==> src/sv/assert_macros.svh <==
// assertion helpers, sampled on clk and held off during reset
`ifndef ASSERT_MACROS_SVH
`define ASSERT_MACROS_SVH

`define RWB_ASSERT_NOW(lbl, pre, post, msg) \
    lbl: assert property (@(posedge clk) disable iff (!rst_n) (pre) |-> (post)) \
        else $error(msg);

`define RWB_ASSERT_NEXT(lbl, pre, post, msg) \
    lbl: assert property (@(posedge clk) disable iff (!rst_n) (pre) |=> (post)) \
        else $error(msg);

`endif

==> src/sv/rwbbc_pkg.sv <==
package rwbbc_pkg;

    localparam int NODE_BITS         = 10;
    localparam int NODES             = 1 << NODE_BITS;
    localparam int DEG_WIDTH         = 12;
    localparam int PROB_WIDTH        = 32;
    localparam int STEP_WIDTH        = 7;
    localparam int BITC_WIDTH        = 4;
    localparam int CFG_IDX_WIDTH     = 1;
    localparam int CFG_DATA_WIDTH    = 7;
    localparam int DEFAULT_MAX_EDGES = 2048;

    typedef logic [NODE_BITS-1:0]  node_t;
    typedef logic [PROB_WIDTH-1:0] prob_t;
    typedef logic [DEG_WIDTH-1:0]  deg_t;
    typedef logic [STEP_WIDTH-1:0] step_t;
    typedef logic [BITC_WIDTH-1:0] bitc_t;

    localparam node_t NODE_MASK    = '1;
    localparam deg_t  DEG_MAX      = '1;
    localparam prob_t PROB_ONE     = prob_t'(1) << (PROB_WIDTH - 2);
    localparam prob_t PROB_QUARTER = prob_t'(1) << (PROB_WIDTH - 4);
    localparam prob_t PROB_LO      = PROB_QUARTER + prob_t'(1);
    localparam prob_t PROB_HI      = prob_t'(3) * PROB_QUARTER - prob_t'(1);

    localparam logic [CFG_IDX_WIDTH-1:0] REG_STEP_COUNT = 1'd0;
    localparam logic [CFG_IDX_WIDTH-1:0] REG_BIT_COUNT  = 1'd1;

    localparam step_t STEP_COUNT_RESET = 7'd1;
    localparam bitc_t BIT_COUNT_RESET  = 4'd1;

    typedef struct packed {
        logic  edge_valid;
        node_t node_a;
        node_t node_b;
        logic  last_edge;
    } in_item_t;

    typedef struct packed {
        logic  balanced;
        step_t failed_step;
    } out_item_t;

    typedef struct packed {
        logic in_rdy;
        logic clr_cnt;
        logic node_rst;
        logic node_inc;
        logic edge_rst;
        logic edge_inc;
        logic step_rst;
        logic step_inc;
        logic side;
        logic deg_clr_wr;
        logic edge_rd;
        logic deg_rd;
        logic deg_inc_wr;
        logic cur_init_wr;
        logic cur_rd_node;
        logic sum_clr;
        logic sum_acc;
        logic nxt_clr_wr;
        logic src_rd;
        logic div_start;
        logic nxt_rd_dst;
        logic nxt_add_wr;
        logic nxt_rd_node;
        logic cur_copy_wr;
        logic out_load;
        logic out_bal;
    } dp_cmd_t;

    typedef struct packed {
        logic in_fire;
        logic in_last;
        logic node_last;
        logic edge_none;
        logic edge_last;
        logic step_end;
        logic bits_ok;
        logic div_done;
        logic deg_zero;
        logic out_free;
    } dp_sts_t;

    function automatic prob_t sat_add(input prob_t a, input prob_t b);
        logic [PROB_WIDTH:0] s;
        s = {1'b0, a} + {1'b0, b};
        return s[PROB_WIDTH] ? '1 : s[PROB_WIDTH-1:0];
    endfunction

endpackage

==> src/sv/rwbbc_ctrl.sv <==
module rwbbc_ctrl (
    input  logic               clk,
    input  logic               rst_n,
    input  rwbbc_pkg::dp_sts_t sts,
    output rwbbc_pkg::dp_cmd_t cmd
);
    import rwbbc_pkg::*;

    typedef enum logic [19:0] {
        ST_IDLE  = 20'd1 << 0,
        ST_DCLR  = 20'd1 << 1,
        ST_DE_RD = 20'd1 << 2,
        ST_DD_RD = 20'd1 << 3,
        ST_DD_WR = 20'd1 << 4,
        ST_INIT  = 20'd1 << 5,
        ST_CHK   = 20'd1 << 6,
        ST_S_RD  = 20'd1 << 7,
        ST_S_ACC = 20'd1 << 8,
        ST_S_EV  = 20'd1 << 9,
        ST_NCLR  = 20'd1 << 10,
        ST_P_RD  = 20'd1 << 11,
        ST_P_SRC = 20'd1 << 12,
        ST_P_DIV = 20'd1 << 13,
        ST_P_DW  = 20'd1 << 14,
        ST_P_NRD = 20'd1 << 15,
        ST_P_NWR = 20'd1 << 16,
        ST_CP_RD = 20'd1 << 17,
        ST_CP_WR = 20'd1 << 18,
        ST_DONE  = 20'd1 << 19
    } state_t;

    state_t state_reg, state_next;
    logic   side_reg, side_next;
    logic   bal_reg, bal_next;

    always_comb
    begin
        state_next = state_reg;
        side_next  = side_reg;
        bal_next   = bal_reg;
        cmd        = '0;
        cmd.side   = side_reg;
        case (state_reg)
            ST_IDLE:
            begin
                cmd.in_rdy = 1'b1;
                if (sts.in_fire && sts.in_last)
                begin
                    cmd.node_rst = 1'b1;
                    cmd.edge_rst = 1'b1;
                    cmd.step_rst = 1'b1;
                    side_next    = 1'b0;
                    bal_next     = 1'b1;
                    state_next   = ST_DCLR;
                end
            end
            ST_DCLR:
            begin
                cmd.deg_clr_wr = 1'b1;
                if (sts.node_last)
                begin
                    cmd.node_rst = 1'b1;
                    state_next   = sts.edge_none ? ST_INIT : ST_DE_RD;
                end
                else
                begin
                    cmd.node_inc = 1'b1;
                end
            end
            ST_DE_RD:
            begin
                cmd.edge_rd = 1'b1;
                state_next  = ST_DD_RD;
            end
            ST_DD_RD:
            begin
                cmd.deg_rd = 1'b1;
                state_next = ST_DD_WR;
            end
            ST_DD_WR:
            begin
                cmd.deg_inc_wr = 1'b1;
                if (!side_reg)
                begin
                    side_next  = 1'b1;
                    state_next = ST_DD_RD;
                end
                else
                begin
                    side_next = 1'b0;
                    if (sts.edge_last)
                    begin
                        cmd.edge_rst = 1'b1;
                        state_next   = ST_INIT;
                    end
                    else
                    begin
                        cmd.edge_inc = 1'b1;
                        state_next   = ST_DE_RD;
                    end
                end
            end
            ST_INIT:
            begin
                cmd.cur_init_wr = 1'b1;
                if (sts.node_last)
                begin
                    cmd.node_rst = 1'b1;
                    state_next   = ST_CHK;
                end
                else
                begin
                    cmd.node_inc = 1'b1;
                end
            end
            ST_CHK:
            begin
                if (sts.step_end)
                begin
                    state_next = ST_DONE;
                end
                else
                begin
                    cmd.sum_clr = 1'b1;
                    state_next  = ST_S_RD;
                end
            end
            ST_S_RD:
            begin
                cmd.cur_rd_node = 1'b1;
                state_next      = ST_S_ACC;
            end
            ST_S_ACC:
            begin
                cmd.sum_acc = 1'b1;
                if (sts.node_last)
                begin
                    cmd.node_rst = 1'b1;
                    state_next   = ST_S_EV;
                end
                else
                begin
                    cmd.node_inc = 1'b1;
                    state_next   = ST_S_RD;
                end
            end
            ST_S_EV:
            begin
                if (!sts.bits_ok)
                begin
                    bal_next   = 1'b0;
                    state_next = ST_DONE;
                end
                else
                begin
                    state_next = ST_NCLR;
                end
            end
            ST_NCLR:
            begin
                cmd.nxt_clr_wr = 1'b1;
                if (sts.node_last)
                begin
                    cmd.node_rst = 1'b1;
                    state_next   = sts.edge_none ? ST_CP_RD : ST_P_RD;
                end
                else
                begin
                    cmd.node_inc = 1'b1;
                end
            end
            ST_P_RD:
            begin
                cmd.edge_rd = 1'b1;
                state_next  = ST_P_SRC;
            end
            ST_P_SRC:
            begin
                cmd.src_rd = 1'b1;
                state_next = ST_P_DIV;
            end
            ST_P_DIV, ST_P_NWR:
            begin
                if ((state_reg == ST_P_DIV) && !sts.deg_zero)
                begin
                    cmd.div_start = 1'b1;
                    state_next    = ST_P_DW;
                end
                else
                begin
                    cmd.nxt_add_wr = state_reg == ST_P_NWR;
                    if (!side_reg)
                    begin
                        side_next  = 1'b1;
                        state_next = ST_P_SRC;
                    end
                    else
                    begin
                        side_next = 1'b0;
                        if (sts.edge_last)
                        begin
                            cmd.edge_rst = 1'b1;
                            state_next   = ST_CP_RD;
                        end
                        else
                        begin
                            cmd.edge_inc = 1'b1;
                            state_next   = ST_P_RD;
                        end
                    end
                end
            end
            ST_P_DW:
            begin
                if (sts.div_done)
                begin
                    state_next = ST_P_NRD;
                end
            end
            ST_P_NRD:
            begin
                cmd.nxt_rd_dst = 1'b1;
                state_next     = ST_P_NWR;
            end
            ST_CP_RD:
            begin
                cmd.nxt_rd_node = 1'b1;
                state_next      = ST_CP_WR;
            end
            ST_CP_WR:
            begin
                cmd.cur_copy_wr = 1'b1;
                if (sts.node_last)
                begin
                    cmd.node_rst = 1'b1;
                    cmd.step_inc = 1'b1;
                    state_next   = ST_CHK;
                end
                else
                begin
                    cmd.node_inc = 1'b1;
                    state_next   = ST_CP_RD;
                end
            end
            ST_DONE:
            begin
                if (sts.out_free)
                begin
                    cmd.out_load = 1'b1;
                    cmd.out_bal  = bal_reg;
                    cmd.clr_cnt  = 1'b1;
                    state_next   = ST_IDLE;
                end
            end
            default:
            begin
                state_next = ST_IDLE;
            end
        endcase
    end

    always_ff @(posedge clk or negedge rst_n)
    begin
        if (!rst_n)
        begin
            state_reg <= ST_IDLE;
            side_reg  <= 1'b0;
            bal_reg   <= 1'b1;
        end
        else
        begin
            state_reg <= state_next;
            side_reg  <= side_next;
            bal_reg   <= bal_next;
        end
    end

endmodule

==> config.mk <==
export PLATFORM = sky130hd
export DESIGN_NAME = rwbbc_ctrl
export DESIGN_NICKNAME = d
export VERILOG_FILES = /design/src/sv/assert_macros.svh /design/src/sv/rwbbc_pkg.sv /design/src/sv/rwbbc_ctrl.sv
export SDC_FILE = /design/constraint.sdc
export NUM_CORES = 1
export LEC_CHECK = 0
export ABC_CLOCK_PERIOD_IN_PS = 4400
export BUFFER_PORTS_ARGS = -buffer_cell sky130_fd_sc_hd__buf_4
export CELL_PAD_IN_SITES_DETAIL_PLACEMENT = 0
export CELL_PAD_IN_SITES_GLOBAL_PLACEMENT = 2
export CORE_MARGIN = 4
export CORE_UTILIZATION = 34
export DETAILED_ROUTE_END_ITERATION = 10
export PLACE_DENSITY = 0.95
export SETUP_SLACK_MARGIN = 0.02
export SLEW_MARGIN = 40
export SYNTH_ARGS = -nofsm -noshare
export SYNTH_HDL_FRONTEND = slang
export SYNTH_SLANG_ARGS = --single-unit
==> constraint.sdc <==
create_clock -name clk -period 4.4 [get_ports clk]
set_input_delay 0.22 -clock clk [delete_from_list [all_inputs] [get_ports clk]]
set_output_delay 0.22 -clock clk [all_outputs]
set_load 0.02 [all_outputs]
==> metrics <==
clk root buf=clkbuf_8; Combinational Power Share=42.7%; RSZ-0062 raised after global routing=no; post-route clock skew=3.81 ps; setup violators final=0; Post-DP HPWL=3380 um; Fill cells=420; pre-CTS setup slack=1780 ps; Net Sw Power=260 uW; Final Hold Vio Count=0; Synth top area share=33.4%; die area=~5500 um^2; hold path cells=2; initial antenna violation count=0; Die Span X=74.4 um; Req. time, crit path=4180 ps; FF-to-FF path depth=6; hold_ws=around 180 ps; Peak Freq=338 MHz; vias in the first global route=1445; Worst-Margin Slew=~520 ps; slowest stage delay, CP=520 ps; clock sinks=22; Max H-tree Level=1; Seq/Total Area, Yosys=~37%; CTS buffer count=3; status=completed; Synth-to-Final Area Change=23.9%; Slew headroom=65.2%; Startpoint Class=flop; Tot Pwr=674 uW; Worst VDD drop=163 uV; WL/cell=17.5 um; r2r endpoint=state_reg[5]; port bufs=37; Setup TNS=0 ps; CP cell instances=nor4_2 -> nand4_1 -> nor4_2 -> a21oi_1 -> and2_1 -> o22ai_1 -> buf_4; slowest CP cell=nor4_2; Clock Path Buffers=2; GPL Wtd Cong=around 0.83; ANT cells=0; global-route wire length before repair=slightly above 7000 um; share of cells above drive strength 1=29.9%; Sequential cell area=~550 um^2; Mapped Cells=159; average size of a mapped cell=9.44 um^2; hold endpoint=state_reg[9]; final slew viol count=0; Reg2Reg Setup Slack=1880 ps; IO Count=38; vias per inst=between 5 and 6; Initial DRC Count=61; #FFs+latches synth=22; Reg power frac=about a third; GR Util All Layers=16.9%; Worst setup EP type=output pin; Tightest Hold Check Type=input port to flop; Multi-input gate area=870 um^2; total power divided by cell area=363 nW/um^2; vias=between 1000 and 1500; Final Cycle Share=between 60% and 70%; Synth area leaders=dfrtp_1 (33%), and4b_1 (4.7%), nor2_1 (4.5%); post_cts resized=0; clock share of power=22.2%; residual overflow from global routing=0; commonest non-fill, non-tap cells in the layout=buf_4 (37), dfrtp_1 (20), nor2_1 (18), o22ai_1 (9); CP Max Fanout=6; max_cap viols=0; Ys Warns=0; area of the core=4140 um^2; largest net degree at the start of global routing=23; fin util=44.8%; Power Internal=414 uW; max FFs per register=20; worst skew pair latency=270 ps; Netlist Area Pre-Place=1500 um^2; minimum clock period=2960 ps; Hold Startpoint=sts[7]; Initial Utilization=between 30% and 40%; reg2reg start=state_reg[1]; Crit Path Class=flop to output pin; cell mode on critical path=nor4_2; overall die height=74.4 um; Residual DRC=0; ANT nets after route=0; Layout Nets=207; final worst slack=1440 ps; Routed Wire Length=4270 um; WP data arrival=2740 ps; Clock Pin Slew Worst Setup and Hold Paths=80 ps; sw frac=38.6%; Pre-antenna DRT Iters=4; row cnt=23; CTS tree=yes; post-synthesis cell type count=48; most common cell after layout, fill and taps aside=buf_4; Synth area leader=dfrtp_1; Static Leak=roughly 0.00087 uW; syn nets=171
cell type report:
class	instances	share of cell area (%)
clock buffer	4	2.96
inverter	8	1.62
multi-input combinational	122	46.8
sequential	22	29.8
tap	50	3.37
timing repair buffer	38	15.5
synth_stat cells, drive strengths merged:
master and n:
dfrtp 20, nor2 18, nor4 13, o22ai 9
inv 8, and4b 7, nand2 7, nor3 7
o21ai 7, and2 6, buf 6, nand2b 4
nand3 4, nand4 4, and3 3, and4 3
a21o 2, a21oi 2, dfstp 2, mux2i 2
nand3b 2, nand4b 2, nor4bb 2, or4 2
a211oi 1, a22oi 1, a311oi 1, a31oi 1
a41oi 1, and4bb 1, clkbuf 1, mux2 1
nand4bb 1, nor2b 1, nor4b 1, o31ai 1
o32ai 1, or2 1, or3 1, xnor2 1
xor2 1
layer usage:
metal	GRT usage, %	vias up	routed length (um)
met5	0	-	0
met4	4.74	0	41
met3	2.43	4	174
met2	27.8	33	2050
met1	23.0	682	2000
li1	-	679	-
what timing repair did:
| item | 4_1_cts | 5_1_grt |
|---|---|---|
| hold buffers | 1 | 0 |
| endpoints found under the setup margin | 0 | 0 |
| hold endpoints to repair | 20 | 0 |
| buffers inserted | 0 | 0 |
worst max-delay path by stage:
| stage | from | endpoint | slack, ps | cells after the start |
|---|---|---|---|---|
| floorplan | state_reg[1] | cmd[21] | 1810 | 6 |
| global placement | state_reg[1] | cmd[21] | 1780 | 7 |
| detailed placement | state_reg[1] | cmd[21] | 1780 | 7 |
| CTS | state_reg[1] | cmd[21] | 1460 | 7 |
| global route | state_reg[1] | cmd[21] | 1180 | 7 |
| finish | state_reg[1] | cmd[21] | 1440 | 7 |
critical path: cells and delay by family, from the launching register on:
family / cells / cell delay, ps
AOI/OAI and AO/OA: 2 / 300
buffers and inverters: 1 / 160
DFF: 1 / 450
and+or+nand+nor: 4 / 1560
power by group through the flow:
stage | registers [uW] | logic, uW | clock network, uW
2_1_floorplan | 236 | 212 | 0
3_3_place_gp | 239 | 283 | 0
3_5_place_dp | 241 | 285 | 0
4_1_cts | 237 | 288 | 153
5_1_grt | 239 | 316 | 164
6_report | 237 | 287 | 149
cell families (layout without fill, tap and decap cells):
family,Yosys count,after routing,synth area share (%)
and+or+nand+nor,90,90,42.7
AOI/OAI and AO/OA,27,27,11.8
DFF,22,22,36.9
buffers and inverters,15,50,5.17
muxes,3,3,2.34
xor gates and xnor gates,2,2,1.17
metrics by stage:
stage               cells  cell area (um^2)
floorplan             159              1500
global placement      239              1790
detailed placement    239              1790
CTS                   244              1860
global route          244              1860
finish                244              1860
Note: power is estimated with default switching activity, not from simulation.
